==> src/rtl/abrd_pkg.sv <==
// Package for the audio buffer ring DMA feeder: sizes, codes, request/response
// and state types, and small helper functions.
// No dependencies.
`default_nettype none

package abrd_pkg;

	localparam int NUM_BUFFERS = 8;
	localparam int PW          = (NUM_BUFFERS > 1) ? $clog2(NUM_BUFFERS) : 1;
	localparam int CW          = $clog2(NUM_BUFFERS + 1);
	localparam int SW          = CW + 2;
	localparam int IDX_W       = 3;
	localparam int CNT_W       = 4;
	localparam int CNT_MAX     = (1 << CNT_W) - 1;
	localparam int UR_W        = 16;

	typedef logic [PW-1:0]        ptr_t;
	typedef logic [CW-1:0]        fill_t;
	typedef logic signed [SW-1:0] sval_t;
	typedef logic [CNT_W-1:0]     cnt_t;

	typedef enum logic [1:0] {
		FN_CLAIM  = 2'd0,
		FN_REFILL = 2'd1,
		FN_SRESET = 2'd2,
		FN_NOP    = 2'd3
	} func_t;

	typedef enum logic [1:0] {
		LD_NONE  = 2'd0,
		LD_FIRST = 2'd1,
		LD_NEXT  = 2'd2,
		LD_RSVD  = 2'd3
	} load_t;

	typedef enum logic [1:0] {
		CMD_NONE    = 2'd0,
		CMD_ENABLE  = 2'd1,
		CMD_DISABLE = 2'd2,
		CMD_RSVD    = 2'd3
	} cmd_t;

	typedef struct packed {
		logic [1:0] func;
		logic       tx_first_empty;
		logic       tx_next_empty;
		logic       rx_first_empty;
		logic       rx_next_empty;
	} req_t;

	typedef struct packed {
		logic             granted;
		logic [IDX_W-1:0] buffer_index;
		logic [1:0]       dma_load;
		logic [1:0]       dma_command;
		logic [UR_W-1:0]  underrun_total;
		cnt_t             readable_count;
		cnt_t             writeable_count;
	} rsp_t;

	typedef struct packed {
		ptr_t            wp;
		ptr_t            rp;
		fill_t           filled;
		logic            halted;
		logic [UR_W-1:0] underrun;
	} state_t;

	localparam state_t STATE_RST = '{wp: '0, rp: '0, filled: '0, halted: 1'b1,
		underrun: '0};

	function automatic ptr_t ptr_inc(ptr_t p);
		if (p == PW'(NUM_BUFFERS - 1))
			return '0;
		return p + ptr_t'(1);
	endfunction

	function automatic sval_t busy_slots(logic first_empty, logic next_empty);
		if (!next_empty)
			return sval_t'(2);
		if (!first_empty)
			return sval_t'(1);
		return '0;
	endfunction

	function automatic cnt_t clamp_cnt(sval_t v);
		if (v < 0)
			return '0;
		if (v > sval_t'(CNT_MAX))
			return cnt_t'(CNT_MAX);
		return cnt_t'(v);
	endfunction

endpackage

`default_nettype wire

==> src/rtl/abrd_req_if.sv <==
// Valid/ready channel interfaces for requests and responses.
// No dependencies.
`default_nettype none

interface abrd_req_if;
	logic       valid;
	logic       ready;
	logic [1:0] func;
	logic       tx_first_empty;
	logic       tx_next_empty;
	logic       rx_first_empty;
	logic       rx_next_empty;

	modport source (output valid, func, tx_first_empty, tx_next_empty, rx_first_empty,
		rx_next_empty, input ready);
	modport sink (input valid, func, tx_first_empty, tx_next_empty, rx_first_empty,
		rx_next_empty, output ready);
endinterface

interface abrd_rsp_if;
	logic        valid;
	logic        ready;
	logic        granted;
	logic [2:0]  buffer_index;
	logic [1:0]  dma_load;
	logic [1:0]  dma_command;
	logic [15:0] underrun_total;
	logic [3:0]  readable_count;
	logic [3:0]  writeable_count;

	modport source (output valid, granted, buffer_index, dma_load, dma_command,
		underrun_total, readable_count, writeable_count, input ready);
	modport sink (input valid, granted, buffer_index, dma_load, dma_command,
		underrun_total, readable_count, writeable_count, output ready);
endinterface

`default_nettype wire

==> src/rtl/abrd_step.sv <==
// Next-state and response logic for one request against the ring state.
// Depends on abrd_pkg.
`default_nettype none

module abrd_step (
	input  wire abrd_pkg::state_t st,
	input  wire abrd_pkg::req_t   req,
	output abrd_pkg::state_t      nxt,
	output abrd_pkg::rsp_t        rsp
);
	import abrd_pkg::*;

	sval_t tx_busy;
	sval_t rx_busy;
	sval_t filled_s;
	sval_t nfilled_s;
	sval_t free_s;
	sval_t readable_s;
	ptr_t  idx;

	assign tx_busy    = busy_slots(req.tx_first_empty, req.tx_next_empty);
	assign rx_busy    = busy_slots(req.rx_first_empty, req.rx_next_empty);
	assign filled_s   = {2'b00, st.filled};
	assign free_s     = sval_t'(NUM_BUFFERS) - filled_s - tx_busy - rx_busy;
	assign readable_s = filled_s - rx_busy;

	always_comb begin
		nxt             = st;
		idx             = '0;
		rsp.granted     = 1'b0;
		rsp.dma_load    = LD_NONE;
		rsp.dma_command = CMD_NONE;
		unique case (func_t'(req.func))
			FN_CLAIM: begin
				if (free_s > 0) begin
					rsp.granted = 1'b1;
					idx         = st.wp;
					nxt.wp      = ptr_inc(st.wp);
					nxt.filled  = st.filled + fill_t'(1);
				end
			end
			FN_REFILL: begin
				if (req.tx_next_empty) begin
					if (req.tx_first_empty && !st.halted) begin
						nxt.halted      = 1'b1;
						nxt.underrun    = st.underrun + 16'd1;
						rsp.dma_command = CMD_DISABLE;
					end
					if (readable_s > 0) begin
						rsp.granted  = 1'b1;
						idx          = st.rp;
						nxt.rp       = ptr_inc(st.rp);
						nxt.filled   = st.filled - fill_t'(1);
						rsp.dma_load = req.tx_first_empty ? LD_FIRST : LD_NEXT;
					end
				end else if (st.halted &&
					readable_s == sval_t'(NUM_BUFFERS) - tx_busy - rx_busy) begin
					nxt.halted      = 1'b0;
					rsp.dma_command = CMD_ENABLE;
				end
			end
			FN_SRESET: begin
				nxt             = STATE_RST;
				rsp.dma_command = CMD_DISABLE;
			end
			default: begin
			end
		endcase
		nfilled_s           = {2'b00, nxt.filled};
		rsp.buffer_index    = IDX_W'(idx);
		rsp.underrun_total  = nxt.underrun;
		rsp.readable_count  = clamp_cnt(nfilled_s - rx_busy);
		rsp.writeable_count = clamp_cnt(sval_t'(NUM_BUFFERS) - nfilled_s - tx_busy -
			rx_busy);
	end

endmodule

`default_nettype wire

==> src/rtl/audio_buffer_ring_dma_feeder.sv <==
// Top level of the audio buffer ring DMA feeder: request register, ring
// state and response register around abrd_step.
// Depends on abrd_pkg, abrd_req_if/abrd_rsp_if and abrd_step.
//
// Usage:
//   req: one request per handshake (claim, refill, soft reset, no-op) with the
//        empty flags of the transmit and receive DMA slots.
//   rsp: exactly one response per request, in order: grant and index,
//        DMA slot load, DMA enable/disable, underrun total and the
//        readable/writeable buffer counts after the request.
//   Path: a request taken into the request register moves on to the response
//   register when rsp is empty or being taken, and rsp shows it from there.
//   Throughput: one request per cycle while rsp is not stalled; the ring
//   state updates in a single pass when a request moves from the request
//   register to the response register.
//   Reset: pointers and counts clear, the DMA is marked halted, no request
//   or response is held.
//   Stall: while rsp is not taken the response holds; one more request is
//   held in the request register, after which req.ready drops.
`default_nettype none

module audio_buffer_ring_dma_feeder (
	input wire logic  clk,
	input wire logic  arst_n,
	abrd_req_if.sink  req,
	abrd_rsp_if.source rsp
);
	import abrd_pkg::*;

	logic   req_valid_s1;
	req_t   req_s1;
	logic   rsp_valid_s2;
	rsp_t   rsp_s2;
	state_t state_q;
	state_t state_nxt;
	rsp_t   rsp_nxt;
	logic   adv;

	assign adv       = req_valid_s1 && (!rsp_valid_s2 || rsp.ready);
	assign req.ready = !req_valid_s1 || adv;

	abrd_step u_step (
		.st  (state_q),
		.req (req_s1),
		.nxt (state_nxt),
		.rsp (rsp_nxt)
	);

	always_ff @(posedge clk or negedge arst_n) begin
		if (!arst_n) begin
			req_valid_s1 <= 1'b0;
			rsp_valid_s2 <= 1'b0;
			state_q      <= STATE_RST;
		end else begin
			if (req.ready)
				req_valid_s1 <= req.valid;
			if (adv) begin
				rsp_valid_s2 <= 1'b1;
				state_q      <= state_nxt;
			end else if (rsp.ready) begin
				rsp_valid_s2 <= 1'b0;
			end
		end
	end

	always_ff @(posedge clk) begin
		if (req.ready && req.valid)
			req_s1 <= '{func: req.func, tx_first_empty: req.tx_first_empty,
				tx_next_empty: req.tx_next_empty, rx_first_empty: req.rx_first_empty,
				rx_next_empty: req.rx_next_empty};
		if (adv)
			rsp_s2 <= rsp_nxt;
	end

	assign rsp.valid           = rsp_valid_s2;
	assign rsp.granted         = rsp_s2.granted;
	assign rsp.buffer_index    = rsp_s2.buffer_index;
	assign rsp.dma_load        = rsp_s2.dma_load;
	assign rsp.dma_command     = rsp_s2.dma_command;
	assign rsp.underrun_total  = rsp_s2.underrun_total;
	assign rsp.readable_count  = rsp_s2.readable_count;
	assign rsp.writeable_count = rsp_s2.writeable_count;

endmodule

`default_nettype wire

==> src/flat_wrapper.sv <==
// flat-port wrapper written by rule: the top's interface ports become plain ports
module audio_buffer_ring_dma_feeder_flat import abrd_pkg::*;
  (clk, arst_n, req_valid, req_func, req_tx_first_empty, req_tx_next_empty, req_rx_first_empty, req_rx_next_empty, req_ready, rsp_valid, rsp_granted, rsp_buffer_index, rsp_dma_load, rsp_dma_command, rsp_underrun_total, rsp_readable_count, rsp_writeable_count, rsp_ready);
  abrd_req_if req_i ();
  abrd_rsp_if rsp_i ();
  input wire logic clk;
  input wire logic arst_n;
  input wire logic [$bits(req_i.valid)-1:0] req_valid;
  input wire logic [$bits(req_i.func)-1:0] req_func;
  input wire logic [$bits(req_i.tx_first_empty)-1:0] req_tx_first_empty;
  input wire logic [$bits(req_i.tx_next_empty)-1:0] req_tx_next_empty;
  input wire logic [$bits(req_i.rx_first_empty)-1:0] req_rx_first_empty;
  input wire logic [$bits(req_i.rx_next_empty)-1:0] req_rx_next_empty;
  output wire logic [$bits(req_i.ready)-1:0] req_ready;
  output wire logic [$bits(rsp_i.valid)-1:0] rsp_valid;
  output wire logic [$bits(rsp_i.granted)-1:0] rsp_granted;
  output wire logic [$bits(rsp_i.buffer_index)-1:0] rsp_buffer_index;
  output wire logic [$bits(rsp_i.dma_load)-1:0] rsp_dma_load;
  output wire logic [$bits(rsp_i.dma_command)-1:0] rsp_dma_command;
  output wire logic [$bits(rsp_i.underrun_total)-1:0] rsp_underrun_total;
  output wire logic [$bits(rsp_i.readable_count)-1:0] rsp_readable_count;
  output wire logic [$bits(rsp_i.writeable_count)-1:0] rsp_writeable_count;
  input wire logic [$bits(rsp_i.ready)-1:0] rsp_ready;
  assign req_i.valid = req_valid;
  assign req_i.func = req_func;
  assign req_i.tx_first_empty = req_tx_first_empty;
  assign req_i.tx_next_empty = req_tx_next_empty;
  assign req_i.rx_first_empty = req_rx_first_empty;
  assign req_i.rx_next_empty = req_rx_next_empty;
  assign req_ready = req_i.ready;
  assign rsp_valid = rsp_i.valid;
  assign rsp_granted = rsp_i.granted;
  assign rsp_buffer_index = rsp_i.buffer_index;
  assign rsp_dma_load = rsp_i.dma_load;
  assign rsp_dma_command = rsp_i.dma_command;
  assign rsp_underrun_total = rsp_i.underrun_total;
  assign rsp_readable_count = rsp_i.readable_count;
  assign rsp_writeable_count = rsp_i.writeable_count;
  assign rsp_i.ready = rsp_ready;
  audio_buffer_ring_dma_feeder u_core (.clk(clk), .arst_n(arst_n), .req(req_i), .rsp(rsp_i));
endmodule
==> config.mk <==
export PLATFORM = sky130hd
export DESIGN_NAME = audio_buffer_ring_dma_feeder_flat
export DESIGN_NICKNAME = d
export VERILOG_FILES = /design/src/rtl/abrd_pkg.sv /design/src/rtl/abrd_req_if.sv /design/src/rtl/abrd_step.sv /design/src/rtl/audio_buffer_ring_dma_feeder.sv /design/src/flat_wrapper.sv
export SDC_FILE = /design/constraint.sdc
export NUM_CORES = 1
export LEC_CHECK = 0
export ABC_AREA = 1
export BUFFER_PORTS_ARGS = -buffer_cell sky130_fd_sc_hd__clkbuf_2
export CELL_PAD_IN_SITES_DETAIL_PLACEMENT = 1
export CELL_PAD_IN_SITES_GLOBAL_PLACEMENT = 1
export CORE_MARGIN = 5
export CORE_UTILIZATION = 41
export DETAILED_ROUTE_END_ITERATION = 6
export GPL_ROUTABILITY_DRIVEN = 0
export HOLD_SLACK_MARGIN = 0.02
export PLACE_DENSITY = 0.87
export SETUP_SLACK_MARGIN = 0.5
export SYNTH_ARGS = -nofsm -noshare
export SYNTH_HDL_FRONTEND = slang
export SYNTH_HIERARCHICAL = 1
export SYNTH_SLANG_ARGS = --single-unit
==> constraint.sdc <==
create_clock -name clk -period 4.2 [get_ports clk]
set_input_delay 0.84 -clock clk [delete_from_list [all_inputs] [get_ports clk]]
set_output_delay 0.84 -clock clk [all_outputs]
set_load 0.01 [all_outputs]
* Word level (Yosys, flattened, before mapping)
Cells that the tools add are included. Widths: inputs -> output; s select.
Cells by class: reductions and logical operators 17, eq/ne operators 10, add/sub/neg operators 15, multiplexer cells 64, order comparisons 6
Operators with widths (count):
- $mux 6 | 8
- $mux 4 | 9
- $pmux 17 s2 | 1
- $mux 1 | 25
- $mux 3 | 8
- $sub 5x6->6 | 4
- $pmux 3 s2 | 3
- $sub 6x6->6 | 3
- $mux 17 | 1
- $add 16x1->16 const B | 1
- $mux 16 | 1
- $mux 7 | 2
- $gt 6x1->1 const B | 2
- $gt 6x5->1 const B | 2
- $lt 6x1->1 const B | 2
- $pmux 4 s3 | 1
- $sub 4x4->5 const A | 2
- $reduce_and 4->1 | 2
- $add 3x1->3 const B | 2
- $eq 3x3->1 const B | 2
- $eq 6x6->1 | 1
- $mux 2 | 3
- $reduce_and 3->1 | 2
- $reduce_bool 2->1 | 3
- other kinds (15) | 22
Storage, ports and cells: register bits 67, output and inout bits 34

* Logic depth before layout (Yosys ltp)
depth in word-level cells 21, gate-level depth with buffers 30, gate-level depth less buffers 30

* Cells and area by module
The synthesis kept the hierarchy.
Modules (own cells, without submodules):
- audio_buffer_ring_dma_feeder | instances 1, cells each 166, area an instance 2329.7 µm²
- abrd_step | instances 1, cells each 358, area an instance 2070.7 µm²

* Worst setup path before layout
OpenSTA, ideal clock, no wires.
kind register to register, start point register u_core/req_s1[2] (netlist bit), end point register u_core.rsp_s2 (netlist bit u_core/rsp.writeable_count[3]), data pin, data required time 3939 ps, cell stages (with the launch flop) 31, setup time 261 ps, path buffers 0, arrival 3698 ps, slack 242 ps, period minus slack after synthesis 3958 ps, cells stage by stage edfxtp_1 inv_1 nor2_1 inv_1 nand2_1 inv_1 nor2_1 ha_1 nor2_1 inv_1 ha_1 nand3_1 nand3_1 inv_1 nand2_1 nand4_4 nand2_4 nand2_1 nand3_1 nand2_1 nand2_2 ha_1 xnor2_1 inv_1 ha_1 a21oi_1 inv_1 a31oi_1 nand3_1 nand2_1 a21oi_1
RTL lines:
- from (decl) | RTL line audio_buffer_ring_dma_feeder.sv:31 | req_t req_s1;
- from (signal assigned) | RTL line audio_buffer_ring_dma_feeder.sv:68 | req_s1 <= '{func: req.func, tx_first_empty: req.tx_first_empty,
- to (signal assigned) | RTL line audio_buffer_ring_dma_feeder.sv:72 | rsp_s2 <= rsp_nxt;
- to (decl) | RTL line audio_buffer_ring_dma_feeder.sv:33 | rsp_t rsp_s2;

==> impl_metrics.toml <==
[die]
rows = 37
die_x_um = 114
die_area_sq_mm = 0.0129
die_h_um = 114
ios = 44
coreArea_sq_mm = 0.0104
start_util_pct = 42.2

[clock_network]
clockBufferDepth = 2
clk_latency_ns = 0.37
cts-buffers-inserted = 9
cts_sinks = 67
tritoncts = "built"
clk_pin_slew_worst_paths_ns = 0.08
clockRootBuffer = "clkbuf_8"
h-tree-depth = 3

[power_and_ir_drop]
p_int_mw = 1.91
clockPowerShare_pct = 13.6
leakagePower_nw = 2.39
power_switching_mw = 1.64
swShare_pct = 46.2
vdd_drop_max_mv = 0.311
p_per_area_mw_per_mm2 = 686
combinationalPowerShare_pct = 59.2
pwr-share-seq_pct = 27.2

[sta]
setup_viol = 0
period_share_pct = 93.0
slew_violations = 0
worst-slew-pin-transition_ns = 0.811
fmax_ghz = 0.256
finalSetupTns_ns = 0
max_slew_margin_pct = 45.9
fin_crit_ns = 3.90
hold_viol = 0
finClkSkew_ns = 0.00955
rsz0062_at_grt = "yes"

[global_routing]
grt_max_degree = 30
grt_pass1_wl_um = 21000
first_global_vias = 4369
overflow = 0
antenna_found_initial = 0
grt_usage_pct = 20.6

[worst_setup_path]
required_ns = 4.30
cp_slowest_cell = "edfxtp_1"
critical_path_peak_fanout = 5
cp-end-kind = "flop"
cpPeakStageDelay_ns = 0.43
critPathKind = "reg2reg"
arrival_ns = 4.01
crit_top_cell = "inv_2"
cp-start-kind = "flop"

[route]
routed_wl_um = 12800
vias = 3892
ant_nets = 0
vias_per_cell = 5.44
drt_iter0_drc = 236
drt_first_pass_iters = 4
drc = 0
wl_per_cell_um = 17.8

[finish]
fin_area_sq_mm = 0.00517
fin_nets = 612
syn_to_final_growth_pct = 17.4
fill_cells = 1273
final_cell_count_no_fill = 716
drive_above_1_share_pct = 28.6
num_antenna_cells = 0

[synthesis]
ys_warn_count = 6
synthesis.area_sq_mm = 0.00440
synthAdderAreaFrac_pct = 8.36
synth_mux_area_share_pct = 0
synth_xor_xnor_area_share_pct = 1.79
ys_ff_latch = 67
synth-compound-area-share_pct = 8.98
syn_inst = 524
syn-num-nets = 561
avgSynthCellArea_sq_um = 8.40
ys_types = 45
synth_top_family_by_area = "simple AND/OR/NAND/NOR gates"
synthSimpleGateAreaFrac_pct = 26.8
synth-seq-area-share_pct = 42.5

[placement]
placedCellCount = 679
portBuffers = 43
dpl.hpwl_um = 8760
post_dp_cell_area_sq_mm = 0.00469

[status]
status = "finished, final reports clean"

[job]
cap_viol_max_count = 0

[hold_path]
hp-class = "reg2reg"
-- final timing paths --
kind | start | end | slack (ns) | depth (start not counted)
min in group asynchronous | arst_n | u_core/state_q[8] | 0.55 | 1
worst min register to register | u_core/state_q[16] | u_core/state_q[16] | 0.49 | 2
max in group asynchronous | arst_n | u_core/req_valid_s1 | 3.14 | 1
worst max-delay path | u_core/req_s1[2] | u_core/rsp.writeable_count[3] | 0.30 | 29
worst min-delay path | u_core/state_q[16] | u_core/state_q[16] | 0.49 | 2
worst max register to register | u_core/req_s1[2] | u_core/rsp.writeable_count[3] | 0.30 | 29
-- worst max-delay path: cells and delay by family, from the launching register on --
kind | cells | cell delay, ns
DFF | 1 | 0.43
AOI/OAI and AO/OA | 4 | 0.59
and+or+nand+nor | 13 | 1.14
buffers and inverters | 7 | 0.55
adders and majority gates | 4 | 0.83
xor gates and xnor gates | 1 | 0.12
-- per-stage QoR --
stage | setup WS [ns] | utilization [%] | hold WS (ns) | power [mW]
2_1_floorplan | 0.466 | - | 0.437 | 2.23
3_3_place_gp | 0.246 | 45.1 | 0.459 | 2.52
3_5_place_dp | -0.0585 | 45.1 | 0.477 | 2.64
4_1_cts | 0.407 | 49.0 | 0.496 | 3.41
5_1_grt | 0.108 | 49.6 | 0.514 | 3.80
6_report | 0.296 | 49.6 | 0.495 | 3.54
-- power by group through the flow --
stage | Sequential [mW] | Clock [mW] | Combinational, mW
after floorplan | 0.989 | 0 | 1.24
after global placement | 0.963 | 0 | 1.56
after detailed placement | 0.972 | 0 | 1.67
after CTS | 0.962 | 0.491 | 1.95
after global routing | 0.983 | 0.517 | 2.30
final | 0.963 | 0.481 | 2.10
-- Yosys cell counts, drive strengths merged --
library cell    n  share of area, %
inv            72               6.2
edfxtp         38                26
o221ai          1              0.20
o21a            1              0.17
o211ai          1              0.17
dfrtp          28                16
xor2            3              0.60
fa              4               1.8
nand3b          1              0.17
nor4            3              0.57
xnor2           6               1.2
o22ai           9               1.3
nand2         133                13
and3            1              0.14
clkbuf          2              0.17
nor3            7              0.80
a22oi           2              0.34
o31ai           1              0.17
nand4           7               1.5
a21oi          27               3.8
o21ai          17               1.9
a211oi          1              0.17
ha             23               6.5
nand3          53               6.3
buf            29               5.2
a221oi          1              0.20
dfstp           1              0.60
or2             2              0.28
nor4b           1              0.20
a31oi           2              0.28
nor2           46               4.2
o21ba           1              0.23
-- kinds of logic after synthesis --
| kind of cell | count (synthesis) |
|---|---|
| flops | 67 |
| compound gates | 64 |
| buf+inv | 103 |
| simple gates | 254 |
| fa+ha+maj | 27 |
| xor+xnor | 9 |
-- cells in the final DEF, fill, tap and decap left out, types with 3 or more instances in the layout --
cell type | netlist | routed
inv_2 | 3 | 12
xnor2_2 | 0 | 3
edfxtp_1 | 38 | 38
nand3_2 | 2 | 9
nor3_1 | 7 | 7
nor2_4 | 0 | 5
nand2_4 | 5 | 6
nor2_2 | 4 | 5
nor2_1 | 42 | 36
o21ai_0 | 17 | 17
buf_4 | 19 | 27
a21oi_1 | 24 | 22
clkbuf_2 | 0 | 43
clkinv_2 | 0 | 3
o22ai_1 | 9 | 9
nand2_1 | 118 | 110
xnor2_1 | 6 | 3
clkbuf_8 | 0 | 9
ha_1 | 23 | 16
ha_4 | 0 | 6
dfrtp_1 | 28 | 28
a21oi_4 | 3 | 3
nand3_1 | 51 | 44
nand2_2 | 10 | 17
inv_1 | 68 | 59
nand4_1 | 5 | 5
-- state kept, by name (all words and copies together) (netlist names) --
signal                      flops
u_core/req_valid_s1             1
u_core/rsp.underrun_total      16
u_core/req_s1                   6
u_core/rsp.buffer_index         3
u_core/rsp.valid                1
u_core/state_q                 27
u_core/rsp.dma_command          2
u_core/rsp.writeable_count      4
u_core/rsp.granted              1
u_core/rsp.dma_load             2
u_core/rsp.readable_count       4
-- metal layers --
metal	global-route usage (%)	vias up	wire, um
li1	-	1815	-
met1	24.2	1946	5280
met2	35.7	96	6490
met3	3.87	35	477
met4	10.7	0	501
met5	0	-	0
-- what timing repair did --
item	CTS	global route
gates resized for setup	28	8
hold buffers	0	0
setup endpoints to repair	7	8
pin swaps	21	12
setup buffers	17	4
-- cell type report --
| class | instances | area [sq um] | share of cell area, % |
|---|---|---|---|
| Clock buffer | 9 | 124 | 2.40 |
| Multi-Input combinational cell | 354 | 2260 | 43.7 |
| Clock inverter | 7 | 43.8 | 0.847 |
| Sequential cell | 67 | 1870 | 36.2 |
| Inverter | 72 | 273 | 5.28 |
| Tap cell | 136 | 170 | 3.29 |
| Timing Repair Buffer | 71 | 429 | 8.31 |
Note: power is estimated with default switching activity, not from simulation.
